<file path="config.mk">
export PLATFORM = sky130hd
export DESIGN_NAME = multichannel_peak_energy_detector_flat
export DESIGN_NICKNAME = d
export VERILOG_FILES = /design/src/mped_pkg.sv /design/src/mped_in_if.sv /design/src/mped_out_if.sv /design/src/multichannel_peak_energy_detector.sv /design/src/mped_ram.sv /design/src/flat_wrapper.sv
export SDC_FILE = /design/constraint.sdc
export NUM_CORES = 1
export LEC_CHECK = 0
export BUFFER_PORTS_ARGS = -buffer_cell sky130_fd_sc_hd__clkbuf_2
export CORE_MARGIN = 10
export CORE_UTILIZATION = 40
export CTS_BUF_LIST = sky130_fd_sc_hd__clkbuf_4
export CTS_CLUSTER_SIZE = 40
export DETAILED_ROUTE_END_ITERATION = 16
export GPL_TIMING_DRIVEN = 0
export HOLD_SLACK_MARGIN = 0.05
export PLACE_DENSITY = 0.68
export SKIP_LAST_GASP = 1
export SLEW_MARGIN = 30
export SYNTH_ARGS = -nofsm -noshare
export SYNTH_HDL_FRONTEND = slang
export SYNTH_SLANG_ARGS = --single-unit
</file>
<file path="constraint.sdc">
create_clock -name clk -period 5.4 [get_ports clk]
set_input_delay 1.08 -clock clk [delete_from_list [all_inputs] [get_ports clk]]
set_output_delay 1.08 -clock clk [all_outputs]
set_load 0.01 [all_outputs]
</file>
<file path="src/mped_pkg.sv">
`default_nettype none

package mped_pkg;

    localparam int CHANNELS = 2;
    localparam int CH_IDX_W = (CHANNELS > 1) ? $clog2(CHANNELS) : 1;
    localparam int CHAN_W = 4;
    localparam int SAMPLE_W = 16;
    localparam int TOTAL_W = 24;
    localparam int SWEEP_W = 8;
    localparam int SPAN_W = SAMPLE_W + 1;
    localparam int CFG_IDX_W = 2;
    localparam int CFG_DATA_W = TOTAL_W;

    localparam logic [CH_IDX_W-1:0] LAST_CH = CH_IDX_W'(CHANNELS - 1);

    localparam logic [CFG_IDX_W-1:0] CFG_THRESHOLD = 2'd0;
    localparam logic [CFG_IDX_W-1:0] CFG_ENABLE_MASK = 2'd1;
    localparam logic [CFG_IDX_W-1:0] CFG_SWEEPS = 2'd2;

    localparam logic [TOTAL_W-1:0] THRESHOLD_RESET = 24'd10;
    localparam logic [15:0] ENABLE_MASK_RESET = 16'h0001;
    localparam logic [SWEEP_W-1:0] SWEEPS_RESET = 8'd10;

    localparam logic signed [SAMPLE_W-1:0] PEAK_HIGH_RESET = 16'sh8000;
    localparam logic signed [SAMPLE_W-1:0] PEAK_LOW_RESET = 16'sh7FFF;
    localparam logic [TOTAL_W-1:0] TOTAL_MAX = 24'hFFFFFF;
    localparam logic [SWEEP_W-1:0] SWEEP_MAX = 8'hFF;

    localparam logic KIND_ECHO = 1'b0;
    localparam logic KIND_REPORT = 1'b1;

    typedef struct packed {
        logic signed [SAMPLE_W-1:0] peak_high;
        logic signed [SAMPLE_W-1:0] peak_low;
        logic [TOTAL_W-1:0]         total;
        logic                       flag;
    } entry_t;

    localparam int ENTRY_W = $bits(entry_t);

    typedef enum logic [4:0] {
        S_IDLE   = 5'b00001,
        S_RD     = 5'b00010,
        S_CALC   = 5'b00100,
        S_REP_RD = 5'b01000,
        S_REP    = 5'b10000
    } state_t;

endpackage

`default_nettype wire

</file>
<file path="src/mped_in_if.sv">
`default_nettype none

interface mped_in_if;

    logic                                valid;
    logic                                ready;
    logic signed [mped_pkg::SAMPLE_W-1:0] sample;

    modport source (output valid, output sample, input ready);
    modport sink (input valid, input sample, output ready);

endinterface

`default_nettype wire

</file>
<file path="src/mped_out_if.sv">
`default_nettype none

interface mped_out_if;

    logic                                 valid;
    logic                                 ready;
    logic                                 kind;
    logic [mped_pkg::CHAN_W-1:0]           channel;
    logic signed [mped_pkg::SAMPLE_W-1:0] sample_out;
    logic [mped_pkg::TOTAL_W-1:0]          period_total;
    logic                                 detected;
    logic                                 last;

    modport source (
        output valid, output kind, output channel, output sample_out,
        output period_total, output detected, output last, input ready
    );
    modport sink (
        input valid, input kind, input channel, input sample_out,
        input period_total, input detected, input last, output ready
    );

endinterface

`default_nettype wire

</file>
<file path="src/multichannel_peak_energy_detector.sv">
`default_nettype none

// Samples arrive for the channels in round-robin order, one beat per sample, and each
// sample yields one echo beat; the beat that completes the last sweep of a period also
// yields one report beat per channel with its peak-to-peak total and updated detect flag,
// after which totals and peaks restart. The per-channel state sits in one RAM with a
// registered read. A sample passes through accept with the RAM read, peak update, then
// accumulate and write-back, and the next sample is taken only after that; a period end
// adds a report pass that reads, reports and clears each entry in turn.
module multichannel_peak_energy_detector (
    input  wire logic                                 clk,
    input  wire logic                                 rst_n,
    mped_in_if.sink                                   samples,
    mped_out_if.source                                results,
    input  wire logic                                 cfg_we,
    input  wire logic [mped_pkg::CFG_IDX_W-1:0]       cfg_index,
    input  wire logic [mped_pkg::CFG_DATA_W-1:0]      cfg_data
);

    mped_pkg::state_t state_reg, state_next;

    logic [mped_pkg::TOTAL_W-1:0]  thr_reg;
    logic [15:0]                   mask_reg;
    logic [mped_pkg::SWEEP_W-1:0]  sweeps_reg;

    logic [mped_pkg::CH_IDX_W-1:0] ptr_reg, ptr_next;
    logic [mped_pkg::SWEEP_W-1:0]  sweep_cnt_reg, sweep_cnt_next;
    logic [mped_pkg::CH_IDX_W-1:0] ch_reg, ch_next;
    logic [mped_pkg::CH_IDX_W-1:0] rep_idx_reg, rep_idx_next;
    logic signed [mped_pkg::SAMPLE_W-1:0] smp_reg, smp_next;
    logic [mped_pkg::CHANNELS-1:0] vld_reg, vld_next;
    logic                          rd_vld_reg;
    mped_pkg::entry_t              cur_reg, cur_next;

    logic                          out_valid_reg, out_valid_next;
    logic                          kind_reg, kind_next;
    logic [mped_pkg::CHAN_W-1:0]   chan_reg, chan_next;
    logic signed [mped_pkg::SAMPLE_W-1:0] smp_out_reg, smp_out_next;
    logic [mped_pkg::TOTAL_W-1:0]  total_out_reg, total_out_next;
    logic                          det_reg, det_next;
    logic                          last_reg, last_next;

    logic                          mem_we;
    logic [mped_pkg::CH_IDX_W-1:0] mem_waddr, mem_raddr;
    logic [mped_pkg::ENTRY_W-1:0]  mem_rdata;
    mped_pkg::entry_t              mem_wdata, rd_entry, cleared;

    logic                          accept, out_free, wrap, period_end;
    logic [mped_pkg::SWEEP_W-1:0]  sweep_inc;
    logic signed [mped_pkg::SPAN_W-1:0] diff;
    logic [mped_pkg::SPAN_W-1:0]   span;
    logic [mped_pkg::TOTAL_W:0]    sum;
    logic [mped_pkg::TOTAL_W-1:0]  sum_sat;
    logic                          new_flag;

    mped_ram #(
        .WIDTH (mped_pkg::ENTRY_W),
        .DEPTH (mped_pkg::CHANNELS)
    ) u_state_ram (
        .clk   (clk),
        .we    (mem_we),
        .waddr (mem_waddr),
        .wdata (mem_wdata),
        .raddr (mem_raddr),
        .rdata (mem_rdata)
    );

    always_comb
    begin
        cleared.peak_high = mped_pkg::PEAK_HIGH_RESET;
        cleared.peak_low  = mped_pkg::PEAK_LOW_RESET;
        cleared.total     = '0;
        cleared.flag      = 1'b0;
        rd_entry = rd_vld_reg ? mped_pkg::entry_t'(mem_rdata) : cleared;
    end

    assign accept    = samples.valid && samples.ready;
    assign out_free  = !out_valid_reg || results.ready;
    assign mem_raddr = (state_reg == mped_pkg::S_IDLE) ? ptr_reg : rep_idx_reg;

    assign wrap      = (ch_reg == mped_pkg::LAST_CH);
    assign sweep_inc = (sweep_cnt_reg == mped_pkg::SWEEP_MAX)
                       ? mped_pkg::SWEEP_MAX : sweep_cnt_reg + 1'b1;
    assign period_end = wrap && (sweep_inc >= sweeps_reg);

    assign diff = mped_pkg::SPAN_W'(cur_reg.peak_high) - mped_pkg::SPAN_W'(cur_reg.peak_low);
    assign span = (cur_reg.peak_high >= cur_reg.peak_low) ? mped_pkg::SPAN_W'(diff) : '0;
    assign sum  = {1'b0, cur_reg.total} + (mped_pkg::TOTAL_W + 1)'(span);
    assign sum_sat = sum[mped_pkg::TOTAL_W] ? mped_pkg::TOTAL_MAX
                     : sum[mped_pkg::TOTAL_W-1:0];

    always_comb
    begin
        if (rd_entry.total > thr_reg && !rd_entry.flag)
        begin
            new_flag = 1'b1;
        end
        else if (rd_entry.total < (thr_reg >> 1) && rd_entry.flag)
        begin
            new_flag = 1'b0;
        end
        else
        begin
            new_flag = rd_entry.flag;
        end
    end

    assign samples.ready = (state_reg == mped_pkg::S_IDLE);

    always_comb
    begin
        state_next     = state_reg;
        ptr_next       = ptr_reg;
        sweep_cnt_next = sweep_cnt_reg;
        ch_next        = ch_reg;
        rep_idx_next   = rep_idx_reg;
        smp_next       = smp_reg;
        vld_next       = vld_reg;
        cur_next       = cur_reg;
        out_valid_next = out_valid_reg && !results.ready;
        kind_next      = kind_reg;
        chan_next      = chan_reg;
        smp_out_next   = smp_out_reg;
        total_out_next = total_out_reg;
        det_next       = det_reg;
        last_next      = last_reg;
        mem_we         = 1'b0;
        mem_waddr      = ch_reg;
        mem_wdata      = cur_reg;

        case (state_reg)
            mped_pkg::S_IDLE:
            begin
                if (accept)
                begin
                    ch_next  = ptr_reg;
                    smp_next = mask_reg[mped_pkg::CHAN_W'(ptr_reg)] ? samples.sample : '0;
                    state_next = mped_pkg::S_RD;
                end
            end
            mped_pkg::S_RD:
            begin
                cur_next = rd_entry;
                if (smp_reg > rd_entry.peak_high)
                begin
                    cur_next.peak_high = smp_reg;
                end
                if (smp_reg < rd_entry.peak_low)
                begin
                    cur_next.peak_low = smp_reg;
                end
                state_next = mped_pkg::S_CALC;
            end
            mped_pkg::S_CALC:
            begin
                if (out_free)
                begin
                    mem_we          = 1'b1;
                    mem_waddr       = ch_reg;
                    mem_wdata       = cur_reg;
                    mem_wdata.total = sum_sat;
                    vld_next[ch_reg] = 1'b1;
                    out_valid_next = 1'b1;
                    kind_next      = mped_pkg::KIND_ECHO;
                    chan_next      = mped_pkg::CHAN_W'(ch_reg);
                    smp_out_next   = smp_reg;
                    total_out_next = '0;
                    det_next       = cur_reg.flag;
                    last_next      = !period_end;
                    ptr_next       = wrap ? '0 : ch_reg + 1'b1;
                    if (wrap)
                    begin
                        sweep_cnt_next = period_end ? '0 : sweep_inc;
                    end
                    rep_idx_next = '0;
                    state_next   = period_end ? mped_pkg::S_REP_RD : mped_pkg::S_IDLE;
                end
            end
            mped_pkg::S_REP_RD:
            begin
                state_next = mped_pkg::S_REP;
            end
            mped_pkg::S_REP:
            begin
                if (out_free)
                begin
                    mem_we         = 1'b1;
                    mem_waddr      = rep_idx_reg;
                    mem_wdata      = cleared;
                    mem_wdata.flag = new_flag;
                    vld_next[rep_idx_reg] = 1'b1;
                    out_valid_next = 1'b1;
                    kind_next      = mped_pkg::KIND_REPORT;
                    chan_next      = mped_pkg::CHAN_W'(rep_idx_reg);
                    smp_out_next   = '0;
                    total_out_next = rd_entry.total;
                    det_next       = new_flag;
                    last_next      = (rep_idx_reg == mped_pkg::LAST_CH);
                    if (rep_idx_reg == mped_pkg::LAST_CH)
                    begin
                        state_next = mped_pkg::S_IDLE;
                    end
                    else
                    begin
                        rep_idx_next = rep_idx_reg + 1'b1;
                        state_next   = mped_pkg::S_REP_RD;
                    end
                end
            end
            default:
            begin
                state_next = mped_pkg::S_IDLE;
            end
        endcase
    end

    always_ff @(posedge clk or negedge rst_n)
    begin
        if (!rst_n)
        begin
            state_reg     <= mped_pkg::S_IDLE;
            thr_reg       <= mped_pkg::THRESHOLD_RESET;
            mask_reg      <= mped_pkg::ENABLE_MASK_RESET;
            sweeps_reg    <= mped_pkg::SWEEPS_RESET;
            ptr_reg       <= '0;
            sweep_cnt_reg <= '0;
            ch_reg        <= '0;
            rep_idx_reg   <= '0;
            vld_reg       <= '0;
            rd_vld_reg    <= 1'b0;
            out_valid_reg <= 1'b0;
        end
        else
        begin
            state_reg     <= state_next;
            ptr_reg       <= ptr_next;
            sweep_cnt_reg <= sweep_cnt_next;
            ch_reg        <= ch_next;
            rep_idx_reg   <= rep_idx_next;
            vld_reg       <= vld_next;
            rd_vld_reg    <= vld_reg[mem_raddr];
            out_valid_reg <= out_valid_next;
            if (cfg_we)
            begin
                case (cfg_index)
                    mped_pkg::CFG_THRESHOLD:   thr_reg    <= cfg_data;
                    mped_pkg::CFG_ENABLE_MASK: mask_reg   <= cfg_data[15:0];
                    mped_pkg::CFG_SWEEPS:      sweeps_reg <= cfg_data[mped_pkg::SWEEP_W-1:0];
                    default:
                    begin
                    end
                endcase
            end
        end
    end

    always_ff @(posedge clk)
    begin
        smp_reg       <= smp_next;
        cur_reg       <= cur_next;
        kind_reg      <= kind_next;
        chan_reg      <= chan_next;
        smp_out_reg   <= smp_out_next;
        total_out_reg <= total_out_next;
        det_reg       <= det_next;
        last_reg      <= last_next;
    end

    assign results.valid        = out_valid_reg;
    assign results.kind         = kind_reg;
    assign results.channel      = chan_reg;
    assign results.sample_out   = smp_out_reg;
    assign results.period_total = total_out_reg;
    assign results.detected     = det_reg;
    assign results.last         = last_reg;

`ifndef ASSERT_OFF
    a_ptr_range: assert property (@(posedge clk) disable iff (!rst_n)
        ptr_reg <= mped_pkg::LAST_CH)
        else $error("Channel pointer left the channel range.");

    a_no_write_idle: assert property (@(posedge clk) disable iff (!rst_n)
        mem_we |-> (state_reg == mped_pkg::S_CALC || state_reg == mped_pkg::S_REP))
        else $error("State RAM written outside an update or report step.");

    a_period_clears_count: assert property (@(posedge clk) disable iff (!rst_n)
        (state_reg == mped_pkg::S_CALC && out_free && period_end)
        |=> (sweep_cnt_reg == '0 && state_reg == mped_pkg::S_REP_RD))
        else $error("Period end did not start the report pass.");

    a_last_report_idle: assert property (@(posedge clk) disable iff (!rst_n)
        (state_reg == mped_pkg::S_REP && out_free && rep_idx_reg == mped_pkg::LAST_CH)
        |=> (state_reg == mped_pkg::S_IDLE && results.valid && results.last))
        else $error("Final report beat did not end the report pass.");
`endif

endmodule

`default_nettype wire

</file>
<file path="src/mped_ram.sv">
`default_nettype none

module mped_ram #(
    parameter int WIDTH = 8,
    parameter int DEPTH = 2
) (
    input  wire logic                                       clk,
    input  wire logic                                       we,
    input  wire logic [((DEPTH > 1) ? $clog2(DEPTH) : 1)-1:0] waddr,
    input  wire logic [WIDTH-1:0]                           wdata,
    input  wire logic [((DEPTH > 1) ? $clog2(DEPTH) : 1)-1:0] raddr,
    output logic      [WIDTH-1:0]                           rdata
);

    logic [WIDTH-1:0] mem_reg [DEPTH];

    always_ff @(posedge clk)
    begin
        if (we)
        begin
            mem_reg[waddr] <= wdata;
        end
        rdata <= mem_reg[raddr];
    end

endmodule

`default_nettype wire

</file>
<file path="src/flat_wrapper.sv">
// flat-port wrapper written by rule: the top's interface ports become plain ports
module multichannel_peak_energy_detector_flat 
  (clk, rst_n, cfg_we, cfg_index, cfg_data, samples_valid, samples_sample, samples_ready, results_valid, results_kind, results_channel, results_sample_out, results_period_total, results_detected, results_last, results_ready);
  mped_in_if samples_i ();
  mped_out_if results_i ();
  input  wire logic clk;
  input  wire logic rst_n;
  input  wire logic cfg_we;
  input  wire logic [mped_pkg::CFG_IDX_W-1:0] cfg_index;
  input  wire logic [mped_pkg::CFG_DATA_W-1:0] cfg_data;
  input wire logic [$bits(samples_i.valid)-1:0] samples_valid;
  input wire logic [$bits(samples_i.sample)-1:0] samples_sample;
  output wire logic [$bits(samples_i.ready)-1:0] samples_ready;
  output wire logic [$bits(results_i.valid)-1:0] results_valid;
  output wire logic [$bits(results_i.kind)-1:0] results_kind;
  output wire logic [$bits(results_i.channel)-1:0] results_channel;
  output wire logic [$bits(results_i.sample_out)-1:0] results_sample_out;
  output wire logic [$bits(results_i.period_total)-1:0] results_period_total;
  output wire logic [$bits(results_i.detected)-1:0] results_detected;
  output wire logic [$bits(results_i.last)-1:0] results_last;
  input wire logic [$bits(results_i.ready)-1:0] results_ready;
  assign samples_i.valid = samples_valid;
  assign samples_i.sample = samples_sample;
  assign samples_ready = samples_i.ready;
  assign results_valid = results_i.valid;
  assign results_kind = results_i.kind;
  assign results_channel = results_i.channel;
  assign results_sample_out = results_i.sample_out;
  assign results_period_total = results_i.period_total;
  assign results_detected = results_i.detected;
  assign results_last = results_i.last;
  assign results_i.ready = results_ready;
  multichannel_peak_energy_detector u_core (.clk(clk), .rst_n(rst_n), .samples(samples_i), .results(results_i), .cfg_we(cfg_we), .cfg_index(cfg_index), .cfg_data(cfg_data));
endmodule
</file>
# == Word level (Yosys, flattened, before mapping) ==
# Memories as Yosys holds them, arrays and structs flattened. A register that Yosys moved wholly into a read port is not among the register bits.
# Index checks and enable logic that the tools add are counted.
# totals
mem_bits_rw,114
out_inout_bits,49
regBits,174
input_bits,47
elab_cells,136
n_memories,1
# memory_table
name,words,width,rd,rd_ports_with_merged_regs,write_ports,line,text
u_core.u_state_ram.mem_reg,2,57,1,1,1,mped_ram.sv:15,logic [WIDTH-1:0] mem_reg [DEPTH];
# op_classes
n_addsub,5
eq_ne,11
magnitude_cmp,12
reduce_logical,23
mux,60
n_bitwise,2
# ops
cell,n
two-way mux 57 bit,2
one-hot mux 57 bit (2 select lines),1
two-way mux 24 bit,3
two-way mux 16 bit,4
one-hot mux 24 bit (2 select lines),1
one-hot mux 16 bit (2 select lines),1
two-way mux 1 bit,26
adder 24 x 17 -> 25 bit,1
two-way mux 25 bit,1
one-hot mux 5 bit (5 select lines),1
> comparator 24 bit,1
less-than comparator 24 x 23 -> 1 bit,1
two-way mux 17 bit,1
subtractor 16 x 16 -> 17 bit,1
greater-or-equal comparator 16 bit,1
> comparator 16 bit,1
less-than comparator 16 bit,1
two-way mux 4 bit,4
two-way mux 8 bit,2
two-way mux 5 bit,3
AND reduction 2 bit,5
AND reduction 3 bit,3
"adder 8 x 1 -> 8 bit, second input constant",1
"== test 8 bit, second input constant",1
26 further kinds,46

# == Logic depth before layout (Yosys ltp) ==
# Gate-level depths: netlist (run 1).
# depth
ltp_word,7
mapped_depth,21
mapped_depth_nobuf,21

# == By module ==
# Synthesis (run 1) repeated with hierarchy kept, for this count alone.
# unflattened
hier_cells,1369
area_unflattened_um2,16761.1
# modules_own_cells
mod,cells_per_inst,seq_area_each_um2,area_per_inst_um2,instances
multichannel_peak_energy_detector,1133,4872.2,11374.7,1
mped_ram,236,4564.4,5386.4,1

# == Worst setup path after synthesis (run 1) ==
# No wires, ideal clock.
# synth_path
path_kind,register to register
from,register u_core.state_reg[3]
to,"register u_core.cur_reg[0] (netlist bit), enable pin"
setup_ns,0.556
required_time_ns,4.844
period_less_slack_ns,5.616
path_slack_ns,-0.216
arrival_ns,5.060
path_buffers,0
path_stages_with_launch,3
path_cell_list,dfrtp_1 or3_1 nor3b_1
# synth_via
elab_chain_cells,1
# synth_rtl
element,line,text
"start, declared",multichannel_peak_energy_detector.sv:20,"mped_pkg::state_t state_reg, state_next;"
"start signal, assigned",multichannel_peak_energy_detector.sv:221,state_reg <= mped_pkg::S_IDLE;
"start signal, assigned",multichannel_peak_energy_detector.sv:235,state_reg <= state_next;
== test 5 x 2 -> 1 bit,multichannel_peak_energy_detector.sv:131,case (state_reg)
"end signal, assigned",multichannel_peak_energy_detector.sv:260,cur_reg <= cur_next;
"end, declared",multichannel_peak_energy_detector.sv:33,"mped_pkg::entry_t cur_reg, cur_next;"
# Every way passes these cells.
# A chain may end at the register's enable or synchronous reset.

==> run_results.csv, run 1 <==
group,metric,value,unit
outcome,status,"completed",
grt,grt_max_degree,55,
clock_tree,htreeDepth,3,
synthesis,synth_warnings,0,
synthesis,yosysSeqAreaShare,57.6,%
place,placedCellCount,2004,
synthesis,synthTopCellsByArea,"edfxtp_1, ha_1, dfrtp_1, dfxtp_1, mux2_2",
place,place_congestion,0.877,
critical_path,cp_slowest_cell,"edfxtp_1",
place,port_buffers,92,
place,place_area,0.0177,mm2
place,dp_slack,-0.0756,ns
sta,timing.fmax,195,MHz
sta,setup_violations,0,
sta,fin_crit_sh,94.8,%
route,wl_per_cell,18.3,um
final_layout,largest_reg_flops,114,
sta,setup_tns,0,ns
grt,grt_use_total,15.6,%
clock_tree,numCtsBuffers,86,
clock_tree,clk_latency,0.77,ns
clock_tree,clk_path_buf_depth,3,
synthesis,yosysUniqueCellTypes,70,
critical_path,crit_chain,"ha_1 -> a21oi_1 -> o21ai_0 -> a21oi_2 -> o21ai_1 -> a221oi_1 -> a221o_1 -> buf_2 -> nor2_1 -> ha_1 -> fa_1 -> a21oi_1 -> o211ai_1 -> o211ai_1 -> a21oi_2 -> a22oi_2 -> o21ai_0 -> a22o_1",
synthesis,synth_top_family_by_area,"simple AND/OR/NAND/NOR gates",
clock_tree,cts_tree,"yes",
synthesis,synth_cells,1368,
route,drc,0,
critical_path,slowest_delay,0.47,ns
sta,worst_pin_slew,0.851,ns
sta,setup_ws,0.283,ns
route,drt_wl_total,39600,um
final_layout,area_delta_synth_final,16.0,%
critical_path,crit_arrival,5.62,ns
final_layout,fin_nets,1730,
grt,gr-total-overflow,0,
synthesis,syn_area,0.0164,mm2
clock_tree,root_buffer,"clkbuf_4",
min_path,hp-class,"input pin to async pin",
synthesis,synth_edf_count,231,
grt,grt_pass1_vias,11700,
floorplan,die_width,222,um
critical_path,critPathKind,"flop to flop",
grt,grt_pass1_wl,61700,um
route,vias,11200,
floorplan,fp.coreArea,0.0406,mm2
sta,drv_slew,0,
power,p_leak,7.97,nW
synthesis,synthAdderAreaFrac,9.41,%
sta,hold_violations,0,
final_layout,postLayoutCellArea,0.0190,mm2
floorplan,die-area,0.0495,mm2
route,first_iter_violations,671,
sta,rsz0062_at_grt,"false",
synthesis,syn_area_per_cell,12.0,um2
critical_path,startpoint_type,"flop",
final_layout,nFillCells,3644,
route,firstDrtPassIters,5,
synthesis,synthFlopType,"edfxtp_1",
synthesis,ys_ff_latch,342,
power,irDropWorstVdd,0.000353,V
sta,max_slew_margin,43.2,%
sta,post-route-min-period,5.12,ns
sta,clock-skew-final,0.0451,ns
synthesis,synth_most_common_cell,"edfxtp_1",
clock_tree,ctsHoldBuffers,0,
critical_path,cp-end-kind,"flop",
floorplan,start_util,40.3,%
floorplan,rows,74,
power,power_density,481,mW/mm2
synthesis,muxShareOfSynthArea,7.15,%
route,viasPerCell,5.15,
synthesis,synthXorXnorAreaFrac,1.44,%
route,final_antenna_net_count,0,
final_layout,layoutNonFillerInstCount,2167,
synthesis,yosysTopAreaCell,"edfxtp_1",
floorplan,die_height,222,um
critical_path,path_max_fanout,10,
floorplan,io-pin-count,96,
clock_tree,clkTransAtPathRegs,0.07,ns
synthesis,synthSimpleGateAreaFrac,12.5,%
clock_tree,clock_sinks,342,
synthesis,synthArstFlopShare,15.8,%
job,maxCapViolations,0,
final_layout,drive_gt1_share,22.0,%
sta,worst_hold_slack,0.413,ns
synthesis,synth_common_cells,"edfxtp_1, nand2_1, ha_1",
grt,antenna_found_initial,1,
synthesis,synth-compound-area-share,8.95,%
place,dp_hpwl,28900,um
critical_path,required,5.90,ns
synthesis,synth_top_area_share,42.3,%
critical path: cells and delay by family, from the launching register on:
| kind | cells | cell delay [ns] |
|---|---|---|
| fa+ha+maj | 3 | 1.02 |
| flops | 1 | 0.47 |
| compound gates | 13 | 3.04 |
| simple gates | 1 | 0.08 |
| buf+inv | 1 | 0.25 |
final cells by class:
type	instances	area (um2)	area share [%]
Multi-Input combinational cell	906	6540	34.4
Tap cell	532	666	3.50
Buffer	42	188	0.988
Clock inverter	38	318	1.67
Antenna cell	1	2.50	0.0132
Inverter	80	303	1.59
Timing Repair Buffer	103	632	3.32
Clock buffer	123	923	4.86
Sequential cell	342	9440	49.7
power by group:
part | leakage (nW) | total, mW | switching (mW) | internal (mW)
registers | 3.27 | 3.48 | 0.180 | 3.30
logic | 3.97 | 3.22 | 1.88 | 1.33
clock network | 0.722 | 2.44 | 1.09 | 1.35
total | 7.97 | 9.13 | 3.15 | 5.98
cells by family (layout without fill, tap and decap cells):
| logic type | count (synthesis) | after routing |
|---|---|---|
| AND/OR/NAND/NOR | 408 | 408 |
| flip-flops | 342 | 342 |
| AO/OA/AOI/OAI | 238 | 238 |
| adder cells (fa/ha/maj) | 122 | 122 |
| buffers and inverters | 122 | 386 |
| multiplexers | 108 | 108 |
| XOR/XNOR | 27 | 27 |
| other | 1 | 4 |
timing repair:
action                     4_1_cts  5_1_grt
resized for setup                1        7
pin swaps                        0        1
buffers inserted                 0        1
setup endpoints to repair        8       46
through the flow:
| stage | power [mW] | util, % |
|---|---|---|
| final | 9.13 | 46.8 |
| after global routing | 9.72 | 46.8 |
| after CTS | 9.18 | 46.7 |
| after detailed placement | 6.69 | 43.6 |
| after global placement | 6.56 | 43.1 |
| after floorplan | 5.79 | - |
cells in the final DEF, fill, tap and decap left out, drive strengths merged, types with 22 or more instances in the layout:
cell | synthesis | routed
dfrtp | 48 | 48
ha | 120 | 120
o21ai | 70 | 70
nand2 | 123 | 123
inv | 80 | 82
buf | 11 | 22
and2 | 39 | 39
edfxtp | 231 | 231
nor2 | 79 | 79
nor2b | 79 | 79
clkbuf | 31 | 246
dfxtp | 57 | 57
a21o | 24 | 24
mux2i | 35 | 35
clkinv | 0 | 28
a21oi | 76 | 76
mux2 | 73 | 73
routing by layer:
metal | share of wire, % | vias to the layer above | GRT usage, %
met1 | 45 | 5422 | 19.7
met2 | 48 | 313 | 25.8
met4 | 2.1 | 0 | 5.38
li1 | - | 5362 | -
met3 | 5.4 | 68 | 3.65
met5 | 0 | - | 0.302
worst paths after layout:
path                                                                 start                                     endpoint  slack [ns]  cells after the start
worst max-delay path                          u_core.cur_reg[44]$_DFFE_PP_  u_core.u_state_ram.mem_reg[1][13]$_DFFE_PP_        0.28                     18
worst min-delay path                                                 rst_n             u_core.sweeps_reg[6]$_DFFE_PN0P_        0.41                      1
worst max register to register                u_core.cur_reg[44]$_DFFE_PP_  u_core.u_state_ram.mem_reg[1][13]$_DFFE_PP_        0.28                     18
worst min register to register  u_core.u_state_ram.mem_reg[1][8]$_DFFE_PP_          u_core.u_state_ram.rdata[8]$_DFF_P_        0.45                      1
max in group asynchronous                                            rst_n               u_core.thr_reg[15]$_DFFE_PN0P_        4.47                      1
min in group clk                u_core.u_state_ram.mem_reg[1][8]$_DFFE_PP_          u_core.u_state_ram.rdata[8]$_DFF_P_        0.45                      1
(Power assumes the default switching activity.)
==> run 2, diff against run 1 <==
- PLACE_DENSITY: 0.68 -> 0.66
- clock period: 5.4 -> 6.2 ns (I/O delays scaled with it)
==> run_results.csv, run 2 (synthesis gave the netlist of run 1 again) <==
group,metric,value,unit
critical_path,required,6.68,ns
power,clockPowerShare,25.5,%
grt,grt_pass1_vias,11600,
critical_path,rr_startpoint,"u_core.cur_reg[44]$_DFFE_PP_",
grt,grt_use_total,15.8,%
outcome,status,"completed",
clock_tree,clkTransAtPathRegs,0.06,ns
route,viasPerCell,5.14,
sta,setup_violations,0,
route,vias,11200,
place,port_buffers,92,
route,drt_wl_total,39300,um
critical_path,slowest_delay,0.66,ns
sta,drv_slew,0,
grt,antenna_found_initial,1,
floorplan,die_height,222,um
sta,max_slew_margin,45.4,%
sta,timing.fmax,176,MHz
final_layout,final_cell_mix,"edfxtp_1, clkbuf_4, nand2_1",
critical_path,critical_path_buf_inv_count,1,
power,pwr-share-seq,38.9,%
clock_tree,htreeDepth,3,
clock_tree,cts_tree,"yes",
route,wl_per_cell,18.1,um
sta,hold_violations,0,
clock_tree,clock_sinks,342,
critical_path,reg2reg_slack,0.51,ns
critical_path,cp_top_family,"compound AO/OA/AOI/OAI gates",
route,drc,0,
place,place_congestion,0.907,
floorplan,die_width,222,um
final_layout,drive_gt1_share,21.9,%
final_layout,area_delta_synth_final,15.5,%
route,first_iter_violations,810,
critical_path,path_common_cell,"a21oi_1",
critical_path,cp-end-kind,"flop",
power,power.share.combinational,35.6,%
power,p_leak,7.96,nW
min_path,hp-class,"flop to flop",
critical_path,path_max_fanout,10,
final_layout,nFillCells,3667,
power,power_switching,2.70,mW
final_layout,regArea,0.00944,mm2
final_layout,largest_reg_flops,114,
sta,clock-skew-final,0.0524,ns
clock_tree,cts_resized,0,
grt,grt_max_degree,55,
floorplan,io-pin-count,96,
sta,rsz0062_at_grt,"false",
final_layout,final_common_cell,"edfxtp_1",
critical_path,cp_slowest_cell,"a22oi_1",
clock_tree,root_buffer,"clkbuf_4",
min_path,worstHoldStart,"u_core.u_state_ram.mem_reg[0][7]$_DFFE_PP_",
power,power_density,411,mW/mm2
sta,setup_tns,0,ns
final_layout,multiInputGateArea,0.00650,mm2
sta,post-route-min-period,5.69,ns
clock_tree,clk_path_buf_depth,3,
place,dp_hpwl,28900,um
critical_path,startpoint_type,"flop",
floorplan,rows,74,
power,power.share.switching,34.6,%
critical_path,critPathKind,"flop to flop",
grt,gr-total-overflow,0,
critical_path,cp-startpoint,"u_core.cur_reg[44]$_DFFE_PP_",
clock_tree,numCtsBuffers,89,
route,firstDrtPassIters,5,
clock_tree,clk_latency,0.78,ns
critical_path,crit_arrival,6.17,ns
critical_path,crit_chain,"ha_1 -> a21oi_1 -> o21ai_0 -> a21oi_1 -> o21ai_0 -> a221oi_1 -> a221o_1 -> buf_2 -> nor2_1 -> ha_1 -> fa_1 -> a21oi_1 -> o211ai_1 -> o211ai_1 -> a21oi_1 -> a22oi_1 -> o21ai_0 -> a22o_1",
floorplan,start_util,40.3,%
grt,grt_pass1_wl,62300,um
sta,fin_crit_sh,91.7,%
route,final_antenna_net_count,0,
power,p_int,5.09,mW
sta,worst_pin_slew,0.815,ns
floorplan,die-area,0.0495,mm2
clock_tree,ctsHoldBuffers,0,
final_layout,fin_nets,1736,
job,maxCapViolations,0,
power,irDropWorstVdd,0.000166,V
clock_tree,post_cts_buffers,0,
floorplan,fp.coreArea,0.0406,mm2
power,power,7.79,mW
## run 2: changes by cell type in the layout (fill, tap and decap cells not counted), sizes merged
cell	before	now
buf	22	25
bufinv	6	1
clkbuf	246	262
clkinv	28	24
inv	82	81
## run 2: worst paths after layout
kind / cells after the start / to
setup reg to reg: 18 / u_core.u_state_ram.mem_reg[0][13]$_DFFE_PP_
max in group asynchronous: 1 / u_core.thr_reg[14]$_DFFE_PN0P_
hold reg to reg: 1 / u_core.u_state_ram.rdata[7]$_DFF_P_
setup / recovery: 18 / u_core.u_state_ram.mem_reg[0][13]$_DFFE_PP_
hold / removal: 1 / u_core.u_state_ram.rdata[7]$_DFF_P_
min in group asynchronous: 1 / u_core.sweeps_reg[5]$_DFFE_PN0P_
## run 2: per-layer routing
metal / part of all wire [%] / wire length (um) / vias to the layer above / track usage (%)
met5: 0 / 0 / - / 0
met4: 2.2 / 881 / 0 / 5.88
met3: 5.4 / 2120 / 64 / 3.87
met2: 47 / 18400 / 299 / 25.4
met1: 45 / 17900 / 5414 / 20.2
li1: - / - / 5401 / -
## run 2: power groups by stage
stage          combinational [mW]  sequential [mW]  clock, mW
4_1_cts                      2.78             3.03       2.05
2_1_floorplan                2.01             3.03          0
6_report                     2.77             3.03       1.99
5_1_grt                      3.09             3.06       2.17
3_5_place_dp                 2.75             3.07          0
3_3_place_gp                 2.64             3.08          0
## run 2: layout make-up
type / instances / area share, %
timing repair buffer: 106 / 3.43
clock buffer: 139 / 5.51
clock inverter: 28 / 0.747
sequential: 342 / 49.8
inverter: 80 / 1.60
antenna: 1 / 0.0132
tap: 532 / 3.52
multi-input combinational: 906 / 34.4
buffer: 42 / 0.991
## run 2: metrics by stage
step                      util [%]  hold slack (ns)  worst slack [ns]  area (um2)  instances
after floorplan                  -            0.433             0.584       16400       1370
after global placement        43.1            0.445             -2.29       17500       1994
after detailed placement      43.7            0.452             0.615       17700       2008
after CTS                     46.6            0.444             0.571       18900       2175
after global routing          46.6            0.457             0.212       18900       2176
final                         46.6            0.454             0.513       18900       2176
